==> src/mcsh_pkg.sv <==
// Package: shared constants, types and functions for the masked codeword SHA-1 block.
package mcsh_pkg;

  localparam int unsigned LaneWords = 14;
  localparam int unsigned LaneW     = 5;
  localparam int unsigned WordW     = 64;
  localparam int unsigned QDepth    = 2;

  localparam logic [31:0] H0 = 32'h67452301;
  localparam logic [31:0] H1 = 32'hEFCDAB89;
  localparam logic [31:0] H2 = 32'h98BADCFE;
  localparam logic [31:0] H3 = 32'h10325476;
  localparam logic [31:0] H4 = 32'hC3D2E1F0;

  // Classified work handed from front to back.
  typedef struct packed {
    logic [WordW-1:0] code;
    logic             last;
  } lane_t;

  typedef struct packed {
    logic [WordW-1:0] digest_low;
    logic [WordW-1:0] digest_high;
  } digest_t;

  // Byte-reverse a 64-bit word.
  function automatic logic [63:0] bswap64(input logic [63:0] x);
    logic [63:0] r;
    for (int i = 0; i < 8; i++) begin
      r[8*(7-i) +: 8] = x[8*i +: 8];
    end
    return r;
  endfunction

  // Byte-reverse a 32-bit word.
  function automatic logic [31:0] bswap32(input logic [31:0] x);
    return {x[7:0], x[15:8], x[23:16], x[31:24]};
  endfunction

endpackage

==> src/mcsh_if.sv <==
// Interfaces: valid/ready channels for input items and digest results.
interface mcsh_in_if (input logic clk_i);
  logic                          valid;
  logic                          ready;
  logic                          mode;
  logic [mcsh_pkg::LaneW-1:0]    lane;
  logic [mcsh_pkg::WordW-1:0]    t_word;
  logic [mcsh_pkg::WordW-1:0]    correction_word;
  logic [mcsh_pkg::WordW-1:0]    input_word;
  logic [mcsh_pkg::WordW-1:0]    choice_word;
  logic                          last;
  modport source (output valid, mode, lane, t_word, correction_word, input_word,
                  choice_word, last, input ready);
  modport sink (input valid, mode, lane, t_word, correction_word, input_word,
                choice_word, last, output ready);
endinterface

interface mcsh_out_if (input logic clk_i);
  logic                       valid;
  logic                       ready;
  logic [mcsh_pkg::WordW-1:0] digest_low;
  logic [mcsh_pkg::WordW-1:0] digest_high;
  modport source (output valid, digest_low, digest_high, input ready);
  modport sink (input valid, digest_low, digest_high, output ready);
endinterface

==> src/masked_codeword_sha1_hash_top.sv <==
// Top level: front end, lane queue and SHA-1 back end.
// A load beat is taken whenever the lane queue has room. An encode beat is masked
// and pushed into the queue as it is accepted; the back end absorbs a lane while
// idle, and every eighth lane runs a compression on the single-round SHA-1 engine.
// A last lane adds one or two further compressions for padding and length, each
// set up in its own state, and then a state that loads the digest.
// The digest sits in an output register; while it is full the back end takes no lane.
module masked_codeword_sha1_hash_top (
  input  logic       clk_i,
  input  logic       rst_ni,
  mcsh_in_if.sink    in_i,
  mcsh_out_if.source out_o
);

  logic            push, full, pop, empty;
  mcsh_pkg::lane_t push_data, pop_data;

  mcsh_front u_front (
    .clk_i, .in_i, .push_o(push), .push_data_o(push_data), .full_i(full)
  );

  mcsh_queue u_queue (
    .clk_i, .rst_ni, .push_i(push), .push_data_i(push_data), .full_o(full),
    .pop_i(pop), .empty_o(empty), .pop_data_o(pop_data)
  );

  mcsh_back u_back (
    .clk_i, .rst_ni, .empty_i(empty), .lane_i(pop_data), .pop_o(pop), .out_o
  );

endmodule

==> src/mcsh_front.sv <==
// Front end: choice store, lane filter and masking of encode beats.
module mcsh_front (
  input  logic                  clk_i,
  mcsh_in_if.sink               in_i,
  output logic                  push_o,
  output mcsh_pkg::lane_t       push_data_o,
  input  logic                  full_i
);

  logic [mcsh_pkg::WordW-1:0] choice_q [mcsh_pkg::LaneWords];
  logic                       in_range;
  logic                       acc;
  logic [$clog2(mcsh_pkg::LaneWords)-1:0] idx;

  assign in_range = (in_i.lane < mcsh_pkg::LaneW'(mcsh_pkg::LaneWords));
  assign idx      = in_i.lane[$clog2(mcsh_pkg::LaneWords)-1:0];
  // Every beat, load or encode, waits for queue room.
  assign in_i.ready = !full_i;
  assign acc        = in_i.valid && !full_i;

  // Write choice words.
  always_ff @(posedge clk_i) begin
    if (acc && !in_i.mode && in_range) begin
      choice_q[idx] <= in_i.choice_word;
    end
  end

  // Mask the encode beat and push it.
  always_comb begin
    push_o           = acc && in_i.mode && in_range;
    push_data_o.last = in_i.last;
    push_data_o.code = '0;
    if (in_range) begin
      push_data_o.code = in_i.t_word ^ ((in_i.correction_word ^ in_i.input_word)
                         & choice_q[idx]);
    end
  end

endmodule

==> src/mcsh_queue.sv <==
// Short FIFO between front end and hash engine.
module mcsh_queue (
  input  logic            clk_i,
  input  logic            rst_ni,
  input  logic            push_i,
  input  mcsh_pkg::lane_t push_data_i,
  output logic            full_o,
  input  logic            pop_i,
  output logic            empty_o,
  output mcsh_pkg::lane_t pop_data_o
);

  localparam int unsigned PtrW = $clog2(mcsh_pkg::QDepth);

  mcsh_pkg::lane_t     mem_q [mcsh_pkg::QDepth];
  logic [PtrW-1:0]     wr_q, wr_d, rd_q, rd_d;
  logic [PtrW:0]       cnt_q, cnt_d;
  logic                do_pop, do_push;

  assign full_o     = (cnt_q == (PtrW+1)'(mcsh_pkg::QDepth));
  assign empty_o    = (cnt_q == '0);
  assign pop_data_o = mem_q[rd_q];
  assign do_push    = push_i && !full_o;
  assign do_pop     = pop_i && !empty_o;

  always_comb begin
    wr_d  = do_push ? wr_q + 1'b1 : wr_q;
    rd_d  = do_pop ? rd_q + 1'b1 : rd_q;
    cnt_d = cnt_q + (PtrW+1)'(do_push) - (PtrW+1)'(do_pop);
  end

  always_ff @(posedge clk_i) begin
    if (do_push) begin
      mem_q[wr_q] <= push_data_i;
    end
  end

  // Advance pointers.
  always_ff @(posedge clk_i or negedge rst_ni) begin
    if (!rst_ni) begin
      wr_q  <= '0;
      rd_q  <= '0;
      cnt_q <= '0;
    end else begin
      wr_q  <= wr_d;
      rd_q  <= rd_d;
      cnt_q <= cnt_d;
    end
  end

endmodule

==> src/mcsh_back.sv <==
// Back end: message buffer, SHA-1 round engine, padding and digest register.
module mcsh_back (
  input  logic            clk_i,
  input  logic            rst_ni,
  input  logic            empty_i,
  input  mcsh_pkg::lane_t lane_i,
  output logic            pop_o,
  mcsh_out_if.source      out_o
);

  localparam logic [2:0] StIdle = 3'd0;
  localparam logic [2:0] StRnd  = 3'd1;
  localparam logic [2:0] StPad  = 3'd2;
  localparam logic [2:0] StLen  = 3'd3;
  localparam logic [2:0] StOut  = 3'd4;

  logic [2:0]  st_q, st_d;
  logic [63:0] buf_q [8];
  logic [31:0] w_q [16];
  logic [31:0] h_q [5];
  logic [31:0] a_q, b_q, c_q, d_q, e_q;
  logic [6:0]  rnd_q;
  logic [7:0]  bc_q;
  logic [2:0]  next_q;  // state after compression
  logic        ovalid_q;
  logic [63:0] olo_q, ohi_q;

  logic [31:0] f, k, tmp, wn;
  logic [2:0]  pos;
  logic [63:0] bitlen;

  assign pos    = bc_q[5:3];
  assign bitlen = {53'd0, bc_q, 3'd0};
  assign pop_o  = (st_q == StIdle) && !empty_i && !ovalid_q;

  // Round function.
  always_comb begin
    if (rnd_q < 7'd20) begin
      f = (b_q & c_q) | (~b_q & d_q); k = 32'h5A827999;
    end else if (rnd_q < 7'd40) begin
      f = b_q ^ c_q ^ d_q; k = 32'h6ED9EBA1;
    end else if (rnd_q < 7'd60) begin
      f = (b_q & c_q) | (b_q & d_q) | (c_q & d_q); k = 32'h8F1BBCDC;
    end else begin
      f = b_q ^ c_q ^ d_q; k = 32'hCA62C1D6;
    end
    tmp = {a_q[26:0], a_q[31:27]} + f + e_q + k + w_q[0];
    wn  = w_q[13] ^ w_q[8] ^ w_q[2] ^ w_q[0];
    wn  = {wn[30:0], wn[31]};
  end

  always_comb begin
    st_d = st_q;
    unique case (st_q)
      StIdle:  st_d = st_q;
      StRnd:   st_d = st_q;
      StPad:   st_d = st_q;
      StLen:   st_d = st_q;
      StOut:   st_d = st_q;
      default: st_d = StIdle;
    endcase
  end

  always_ff @(posedge clk_i or negedge rst_ni) begin
    if (!rst_ni) begin
      st_q     <= StIdle;
      rnd_q    <= '0;
      bc_q     <= '0;
      next_q   <= StIdle;
      ovalid_q <= 1'b0;
      h_q[0] <= mcsh_pkg::H0; h_q[1] <= mcsh_pkg::H1; h_q[2] <= mcsh_pkg::H2;
      h_q[3] <= mcsh_pkg::H3; h_q[4] <= mcsh_pkg::H4;
    end else begin
      if (ovalid_q && out_o.ready) begin
        ovalid_q <= 1'b0;
      end
      unique case (st_d)
        StIdle: begin
          if (pop_o) begin
            buf_q[pos] <= lane_i.code;
            bc_q       <= bc_q + 8'd8;
            if (pos == 3'd7) begin
              st_q   <= StRnd;
              rnd_q  <= '0;
              next_q <= lane_i.last ? StPad : StIdle;
              for (int i = 0; i < 7; i++) begin
                w_q[2*i]   <= mcsh_pkg::bswap32(buf_q[i][31:0]);
                w_q[2*i+1] <= mcsh_pkg::bswap32(buf_q[i][63:32]);
              end
              w_q[14] <= mcsh_pkg::bswap32(lane_i.code[31:0]);
              w_q[15] <= mcsh_pkg::bswap32(lane_i.code[63:32]);
              a_q <= h_q[0]; b_q <= h_q[1]; c_q <= h_q[2];
              d_q <= h_q[3]; e_q <= h_q[4];
            end else if (lane_i.last) begin
              st_q <= StPad;
            end
          end
        end
        StRnd: begin
          e_q <= d_q; d_q <= c_q; c_q <= {b_q[1:0], b_q[31:2]}; b_q <= a_q; a_q <= tmp;
          for (int i = 0; i < 15; i++) begin
            w_q[i] <= w_q[i+1];
          end
          w_q[15] <= wn;
          if (rnd_q == 7'd79) begin
            h_q[0] <= h_q[0] + tmp; h_q[1] <= h_q[1] + a_q;
            h_q[2] <= h_q[2] + {b_q[1:0], b_q[31:2]};
            h_q[3] <= h_q[3] + c_q; h_q[4] <= h_q[4] + d_q;
            st_q   <= next_q;
          end
          rnd_q <= rnd_q + 7'd1;
        end
        StPad: begin
          // Place the end marker, then either compress a full block or add length.
          rnd_q <= '0;
          a_q <= h_q[0]; b_q <= h_q[1]; c_q <= h_q[2]; d_q <= h_q[3]; e_q <= h_q[4];
          if (pos == 3'd7) begin
            for (int i = 0; i < 7; i++) begin
              w_q[2*i]   <= mcsh_pkg::bswap32(buf_q[i][31:0]);
              w_q[2*i+1] <= mcsh_pkg::bswap32(buf_q[i][63:32]);
            end
            w_q[14] <= 32'h80000000;
            w_q[15] <= '0;
            for (int i = 0; i < 8; i++) begin
              buf_q[i] <= '0;
            end
            st_q   <= StRnd;
            next_q <= StLen;
          end else begin
            for (int i = 0; i < 7; i++) begin
              if (3'(i) == pos) begin
                w_q[2*i]   <= 32'h80000000;
                w_q[2*i+1] <= '0;
              end else if (3'(i) > pos) begin
                w_q[2*i]   <= '0;
                w_q[2*i+1] <= '0;
              end else begin
                w_q[2*i]   <= mcsh_pkg::bswap32(buf_q[i][31:0]);
                w_q[2*i+1] <= mcsh_pkg::bswap32(buf_q[i][63:32]);
              end
            end
            w_q[14] <= bitlen[63:32];
            w_q[15] <= bitlen[31:0];
            st_q    <= StRnd;
            next_q  <= StOut;
          end
        end
        StLen: begin
          rnd_q <= '0;
          a_q <= h_q[0]; b_q <= h_q[1]; c_q <= h_q[2]; d_q <= h_q[3]; e_q <= h_q[4];
          for (int i = 0; i < 14; i++) begin
            w_q[i] <= '0;
          end
          w_q[14] <= bitlen[63:32];
          w_q[15] <= bitlen[31:0];
          st_q    <= StRnd;
          next_q  <= StOut;
        end
        StOut: begin
          // Hold until the digest register is free, then restart the chain.
          if (!ovalid_q) begin
            ovalid_q <= 1'b1;
            olo_q    <= {mcsh_pkg::bswap32(h_q[1]), mcsh_pkg::bswap32(h_q[0])};
            ohi_q    <= {mcsh_pkg::bswap32(h_q[3]), mcsh_pkg::bswap32(h_q[2])};
            h_q[0] <= mcsh_pkg::H0; h_q[1] <= mcsh_pkg::H1; h_q[2] <= mcsh_pkg::H2;
            h_q[3] <= mcsh_pkg::H3; h_q[4] <= mcsh_pkg::H4;
            bc_q   <= '0;
            st_q   <= StIdle;
          end
        end
        default: st_q <= StIdle;
      endcase
    end
  end

  assign out_o.valid       = ovalid_q;
  assign out_o.digest_low  = olo_q;
  assign out_o.digest_high = ohi_q;

endmodule
==> src/flat_wrapper.sv <==
// flat-port wrapper written by rule: the top's interface ports become plain ports
module masked_codeword_sha1_hash_top_flat 
  (clk_i, rst_ni, in_i_valid, in_i_mode, in_i_lane, in_i_t_word, in_i_correction_word, in_i_input_word, in_i_choice_word, in_i_last, in_i_ready, out_o_valid, out_o_digest_low, out_o_digest_high, out_o_ready);
  mcsh_in_if in_i_i (.clk_i(clk_i));
  mcsh_out_if out_o_i (.clk_i(clk_i));
  input  logic clk_i;
  input  logic rst_ni;
  input wire logic [$bits(in_i_i.valid)-1:0] in_i_valid;
  input wire logic [$bits(in_i_i.mode)-1:0] in_i_mode;
  input wire logic [$bits(in_i_i.lane)-1:0] in_i_lane;
  input wire logic [$bits(in_i_i.t_word)-1:0] in_i_t_word;
  input wire logic [$bits(in_i_i.correction_word)-1:0] in_i_correction_word;
  input wire logic [$bits(in_i_i.input_word)-1:0] in_i_input_word;
  input wire logic [$bits(in_i_i.choice_word)-1:0] in_i_choice_word;
  input wire logic [$bits(in_i_i.last)-1:0] in_i_last;
  output wire logic [$bits(in_i_i.ready)-1:0] in_i_ready;
  output wire logic [$bits(out_o_i.valid)-1:0] out_o_valid;
  output wire logic [$bits(out_o_i.digest_low)-1:0] out_o_digest_low;
  output wire logic [$bits(out_o_i.digest_high)-1:0] out_o_digest_high;
  input wire logic [$bits(out_o_i.ready)-1:0] out_o_ready;
  assign in_i_i.valid = in_i_valid;
  assign in_i_i.mode = in_i_mode;
  assign in_i_i.lane = in_i_lane;
  assign in_i_i.t_word = in_i_t_word;
  assign in_i_i.correction_word = in_i_correction_word;
  assign in_i_i.input_word = in_i_input_word;
  assign in_i_i.choice_word = in_i_choice_word;
  assign in_i_i.last = in_i_last;
  assign in_i_ready = in_i_i.ready;
  assign out_o_valid = out_o_i.valid;
  assign out_o_digest_low = out_o_i.digest_low;
  assign out_o_digest_high = out_o_i.digest_high;
  assign out_o_i.ready = out_o_ready;
  masked_codeword_sha1_hash_top u_core (.clk_i(clk_i), .rst_ni(rst_ni), .in_i(in_i_i), .out_o(out_o_i));
endmodule
==> config.mk <==
export PLATFORM = sky130hd
export DESIGN_NAME = masked_codeword_sha1_hash_top_flat
export DESIGN_NICKNAME = d
export VERILOG_FILES = /design/src/mcsh_pkg.sv /design/src/mcsh_if.sv /design/src/masked_codeword_sha1_hash_top.sv /design/src/mcsh_front.sv /design/src/mcsh_queue.sv /design/src/mcsh_back.sv /design/src/flat_wrapper.sv
export SDC_FILE = /design/constraint.sdc
export NUM_CORES = 2
export LEC_CHECK = 0
export BUFFER_PORTS_ARGS = -buffer_cell sky130_fd_sc_hd__clkbuf_2
export CORE_AREA = 2 2 475 477
export CTS_CLUSTER_SIZE = 30
export DETAILED_ROUTE_END_ITERATION = 12
export DIE_AREA = 0 0 477 479
export HOLD_SLACK_MARGIN = 0.03
export PLACE_DENSITY = 0.66
export SLEW_MARGIN = 20
export SYNTH_ARGS = -nofsm -noshare
export SYNTH_HDL_FRONTEND = slang
export SYNTH_HIERARCHICAL = 1
export SYNTH_SLANG_ARGS = --single-unit
==> constraint.sdc <==
create_clock -name clk_i -period 8.15 [get_ports clk_i]
set_input_delay 1.63 -clock clk_i [delete_from_list [all_inputs] [get_ports clk_i]]
set_output_delay 1.63 -clock clk_i [all_outputs]
set_load 0.01 [all_outputs]
==> After elaboration in Yosys (flattened, before gate mapping) <==
Memory sizes are Yosys's and may differ from the RTL's.
Index checks and enable logic that the tools add are counted.
{ "classes": {"n_eq_ne": 22, "reduce_logical": 59, "order_cmp": 11, "bitwise": 109, "mux": 259, "addsub": 15} }
{ "ops": {"columns": ["op", "count"], "rows": [
  ["32-bit two-way mux", 107],
  ["32-bit one-hot mux with 3 select lines", 5],
  ["160-bit two-way mux", 2],
  ["160-bit one-hot mux with 2 select lines", 1],
  ["32-bit adder", 9],
  ["32-bit bitwise XOR", 5],
  ["32-bit bitwise AND", 4],
  ["64-bit two-way mux", 2],
  ["64-bit bitwise XOR", 2],
  ["1-bit two-way mux", 122],
  ["32-bit bitwise OR", 3],
  ["1-bit bitwise OR", 92],
  ["64-bit bitwise AND", 1],
  ["64-bit OR reduction", 1],
  ["1-bit logical AND", 37],
  ["32-bit NOT", 1],
  ["31-bit two-way mux", 1],
  ["3-bit two-way mux", 10],
  ["7-bit one-hot mux with 3 select lines", 1],
  ["8-bit two-way mux", 2],
  ["8-bit one-hot mux with 2 select lines", 1],
  ["3-bit AND reduction", 5],
  ["7-bit by 6-bit less-than comparator with 1-bit output (second input constant)", 2],
  ["7-bit two-way mux", 2],
  ["other kinds (33)", 57]
]} }
{ "word_totals": {"memories": 4, "out_inout_bits": 130, "ramBits": 2050, "reg_bits": 474, "elab_cells": 499, "inputBits": 267} }
{ "mem_list": {"columns": ["memory", "depth", "word_bits", "read_ports", "rd_ports_with_merged_regs", "write_ports", "line", "source"], "rows": [
  ["u_core.u_front.choice_q", 14, 64, 1, 0, 1, "mcsh_front.sv:10", "logic [mcsh_pkg::WordW-1:0] choice_q [mcsh_pkg::LaneWords];"],
  ["u_core.u_back.buf_q", 8, 64, 7, 0, 8, "mcsh_back.sv:18", "logic [63:0] buf_q [8];"],
  ["u_core.u_back.w_q", 16, 32, 16, 0, 16, "mcsh_back.sv:19", "logic [31:0] w_q [16];"],
  ["u_core.u_queue.mem_q", 2, 65, 1, 0, 1, "mcsh_queue.sv:15", "mcsh_pkg::lane_t mem_q [mcsh_pkg::QDepth];"]
]} }

==> Depth between registers and ports, before layout <==
{ "depth": {"word_depth": 14, "mapped_depth": 37, "depth_no_buf": 34} }

==> Hierarchy <==
Netlist, hierarchy kept.
{ "modules_own_cells": {"columns": ["module", "cells_per_inst", "instances", "seq_area_each_um2", "area_per_inst_um2"], "rows": [
  ["mcsh_back", 7441, 1, 35088.7, 69206.4],
  ["mcsh_front", 2206, 1, 26905.8, 36745.2],
  ["mcsh_queue", 220, 1, 4003.8, 5049.8]
]} }

==> Worst setup path before layout <==
No wires, ideal clock.
{ "synth_timing": {"kind": "input port to flip-flop", "startpoint": "input in_i_lane[2]", "endpoint": "memory u_core/u_front/choice_q[0][0] in the netlist's numbering (enable)", "n_path_buf": 1, "arrival_time_ns": 7.020, "cell_stages": 5, "t_required_ns": 7.585, "setup_slack_ns": 0.565, "setup_time_ns": 0.565, "path_cell_list": "buf_2 -> a31o_2 -> nor3_2 -> or3b_1 -> nor3_1"} }
{ "synth_via": {"elab_chain_len": 4} }
{ "synth_lines": {"columns": ["item", "line", "source"], "rows": [
  ["start: declaration", "flat_wrapper.sv:10", "input wire logic [$bits(in_i_i.lane)-1:0] in_i_lane;"],
  ["5-bit by 4-bit less-than comparator with 1-bit output", "mcsh_front.sv:15", "assign in_range = (in_i.lane < mcsh_pkg::LaneW'(mcsh_pkg::LaneWords));"],
  ["1-bit logical AND", "mcsh_front.sv:23", "if (acc && !in_i.mode && in_range) begin"],
  ["1-bit two-way mux", "mcsh_front.sv:23", null],
  ["1-bit two-way mux (not written as such)", "mcsh_front.sv:24", "choice_q[idx] <= in_i.choice_word;"],
  ["end: declaration", "mcsh_front.sv:10", null]
]} }
Several ways; a longest one is shown, not always the timed one.

==> Worst setup path in the final report <==
{ "layout_timing": {"startpoint": "register u_core.u_back.rnd_q[4]", "endpoint": "register u_core/u_back/h_q[159] in the netlist's numbering"} }
{ "layout_via": {"elab_chain_len": 11, "elab_cells_between_ends": 19, "cone_classes": "add/sub: 5; order compare: 3; eq/ne: 2; mux: 8; reduce/logical: 1"} }
{ "layout_lines": {"columns": ["item", "line", "source"], "rows": [
  ["start: declaration", "mcsh_back.sv:22", "logic [6:0] rnd_q;"],
  ["start signal: assignment", "mcsh_back.sv:111", "rnd_q <= rnd_q + 7'd1;"],
  ["7-bit by 6-bit less-than comparator with 1-bit output", "mcsh_back.sv:42", "end else if (rnd_q < 7'd60) begin"],
  ["32-bit two-way mux", "mcsh_back.sv:42", null],
  ["32-bit two-way mux", "mcsh_back.sv:40", "end else if (rnd_q < 7'd40) begin"],
  ["32-bit two-way mux", "mcsh_back.sv:38", "if (rnd_q < 7'd20) begin"],
  ["32-bit adder (4 in a row)", "mcsh_back.sv:47", "tmp = {a_q[26:0], a_q[31:27]} + f + e_q + k + w_q[0];"],
  ["32-bit adder", "mcsh_back.sv:106", "h_q[0] <= h_q[0] + tmp; h_q[1] <= h_q[1] + a_q;"],
  ["160-bit two-way mux", "mcsh_back.sv:105", "if (rnd_q == 7'd79) begin"],
  ["160-bit one-hot mux with 2 select lines", "mcsh_back.sv:77", "unique case (st_d)"],
  ["end: declaration", "mcsh_back.sv:20", "logic [31:0] h_q [5];"]
]} }
Several ways; a longest one is shown, not always the timed one. The select of a mux whose other input is x is not followed.
A chain may end at the register's enable or synchronous reset.

==> run metrics <==
status finished clean; initial drt markers between 9000 and 10000; Yosys top cell by area edfxtp_1; Detail Placement HPWL roughly 220000 µm; H-tree depth 5; highest clock rate roughly 130 MHz; clk_skew roughly 100 ps; pre-CTS setup slack 221 ps; sinks on the clock net roughly 2500; Post-synth EDFFs 1578; Die Y 479 µm; period utilisation layout ~95%; Crit Path Category flop to flop; starting density of the core between 40 and 50%; minimum clock period between 7000 and 8000 ps; largest net degree at the start of global routing roughly 150; Post-synth top cells nand2_1 (1741), edfxtp_1 (1578), a21oi_1 (999); worst hold slack 424 ps; arrival time at the worst endpoint roughly 8500 ps; final non-filler cell total 13200; Setup Viol. Count Final 0; Layout area overhead 12.1%; syn_nets between 10000 and 15000; antenna violations before repair 35; Post-DP Area roughly 120000 µm²; fin nets about 11000; flops & latches, synth 2457; DRC violations left 0; setup ws final between 300 and 400 ps; cell with the most instances after synthesis nand2_1; Inst Count DP 12700; total negative slack 0 ps; die width between 400 and 500 µm; Synth Instances just under 10000; Root Buffer clkbuf_16; Netlist cell types 92; fin util between 50% and 60%; Max VDD drop approximately 0.8 mV; Synth warnings 6; worst skew pair latency 960 ps; actual slew at the worst max-slew pin 1260 ps; RSZ-0062 raised after global routing no; clk buf depth 4; Clock transition at path regs ~60 ps; cell mode on critical path a21o_1; CP required roughly 8900 ps; row cnt 174; Avg Cell Area, Syn between 10 and 15 µm²; CTS tree built; Pleak 48.4 nW; Crit Path Max Fanout 11; TritonCTS buffer count 279; Pre-Repair DR Iteration Count 10; Worst setup EP type flop; slowest stage delay, CP roughly 580 ps; Max Cap Violations 0; Area contributors post-synth edfxtp_1 (43%), dfxtp_1 (13%), nand2_1 (5.9%); count of input and output buffers 396; most used flip-flop cell after synthesis edfxtp_1; RePlAce Congestion 0.947; sequential fraction of the synthesis area ~59%; final instance area 124000 µm²; PwrDens approximately 460 nW/µm²; layout cell share with drive strength beyond 1 between 10% and 20%; Synth top area share 42.7%; Hold WC Path Type flop to flop; Global Route Usage Sum 29.6%; wirelength, routed roughly 350000 µm; area of the core ~220000 µm²; Pins Over Slew Limit 0; Overflow after GRT 0; io pins around 400; die area roughly 230000 µm²; overall power 56.9 mW; Slew Limit Headroom 15.9%; Routed Antenna Nets 0; DR WL/cell between 20 and 30 µm; Final Hold Viols 0; Critical-path top delay cell fa_1; first-pass GRT wire length around 510000 µm; vias per cell between 6 and 7; vias in the first global route approximately 77000; Synth async-reset ratio 7.45%; vias after detailed routing slightly above 80000; Post-Syn Area about 110000 µm²; startpoint types flop
==> power breakdown <==
group	internal, mW	switching (mW)
sequential	16.5	1.80
combinational	9.77	16.8
clock	7.02	4.93
==> final cells by class <==
type / instances / area [µm²]
repair buffers: 553 / 3480
flip-flops and latches: 2457 / 66000
inverters: 275 / 1050
well taps: 2992 / 3740
clock inverters: 75 / 622
multi-input cells: 6468 / 41600
diodes: 5 / 12.5
fillers: 18800 / 99100
clock buffers: 408 / 7940
==> critical path, delay by kind of cell (launching register included) <==
| family | cells | cell delay, ps |
|---|---|---|
| fa+ha+maj | 5 | 2230 |
| simple gates | 5 | 990 |
| compound gates | 17 | 3250 |
| xor+xnor | 2 | 310 |
| flops | 1 | 470 |
| buf+inv | 3 | 420 |
==> metal layers <==
layer	routed length (µm)	up-vias	track usage, %
met3	34500	828	6.32
li1	-	35900	-
met5	382	-	0
met4	16900	54	13.1
met2	156000	4293	45.7
met1	141000	40000	40.4
==> kinds of logic (layout without fill, tap and decap cells) <==
| kind of cell | count (synthesis) | after routing | synth area share (%) |
|---|---|---|---|
| AOI/OAI and AO/OA | 2396 | 2396 | 13.6 |
| buffers and inverters | 942 | 1311 | 3.51 |
| xor gates and xnor gates | 323 | 323 | 2.55 |
| and+or+nand+nor | 2843 | 2843 | 10.9 |
| muxes | 579 | 579 | 5.45 |
| adders and majority gates | 327 | 327 | 4.53 |
| DFF | 2457 | 2457 | 59.5 |
| other | 0 | 5 | 0 |
==> registers in the layout, summed over array words and instances, names as in the netlist <==
signal                           count
u_core/u_back/buf_q                448
u_core/u_queue/rd_q                  1
u_core/u_back/w_q                  512
u_core/u_back/e_q                   32
u_core/u_back/d_q                   32
u_core/u_back/rnd_q                  7
u_core/u_back/out_o.digest_low      64
u_core/u_back/bc_q                   5
u_core/u_back/h_q                  160
u_core/u_back/next_q                 3
u_core/u_back/c_q                   32
u_core/u_queue/cnt_q                 2
u_core/u_front/choice_q            896
u_core/u_back/out_o.valid            1
u_core/u_back/out_o.digest_high     64
u_core/u_back/st_q                   3
u_core/u_queue/mem_q               130
u_core/u_back/b_q                   32
u_core/u_queue/wr_q                  1
u_core/u_back/a_q                   32
==> timing repair <==
item	in CTS	in global routing
hold buffers	0	0
hold endpoints to repair	0	0
resized for setup	0	13
endpoints found under the setup margin	0	2
setup buffers	0	5
==> cells in the final DEF (no fill, tap or decap), drive strengths merged, types with 131 or more instances in the layout <==
cell type / instances
a21o: 165
a21oi: 1001
a22o: 131
a22oi: 180
buf: 162
clkbuf: 799
dfxtp: 696
edfxtp: 1578
ha: 202
inv: 276
mux2i: 500
nand2: 1741
nand3: 306
nor2: 393
nor3: 132
o21ai: 491
xnor2: 242
==> final timing paths <==
kind                       slack, ps                       start                         to  cells after the start
min                              420  u_core/u_back/buf_q[5][38]  u_core/u_back/w_q[1][126]                      2
max in group asynchronous       6290                      rst_ni        u_core/u_queue/rd_q                      2
max reg2reg                      380      u_core/u_back/rnd_q[4]     u_core/u_back/h_q[159]                     32
max                              380      u_core/u_back/rnd_q[4]     u_core/u_back/h_q[159]                     32
min reg2reg                      420  u_core/u_back/buf_q[5][38]  u_core/u_back/w_q[1][126]                      2
min in group asynchronous        630                      rst_ni     u_core/u_back/h_q[131]                      1
Note: power is estimated with default switching activity, not from simulation.
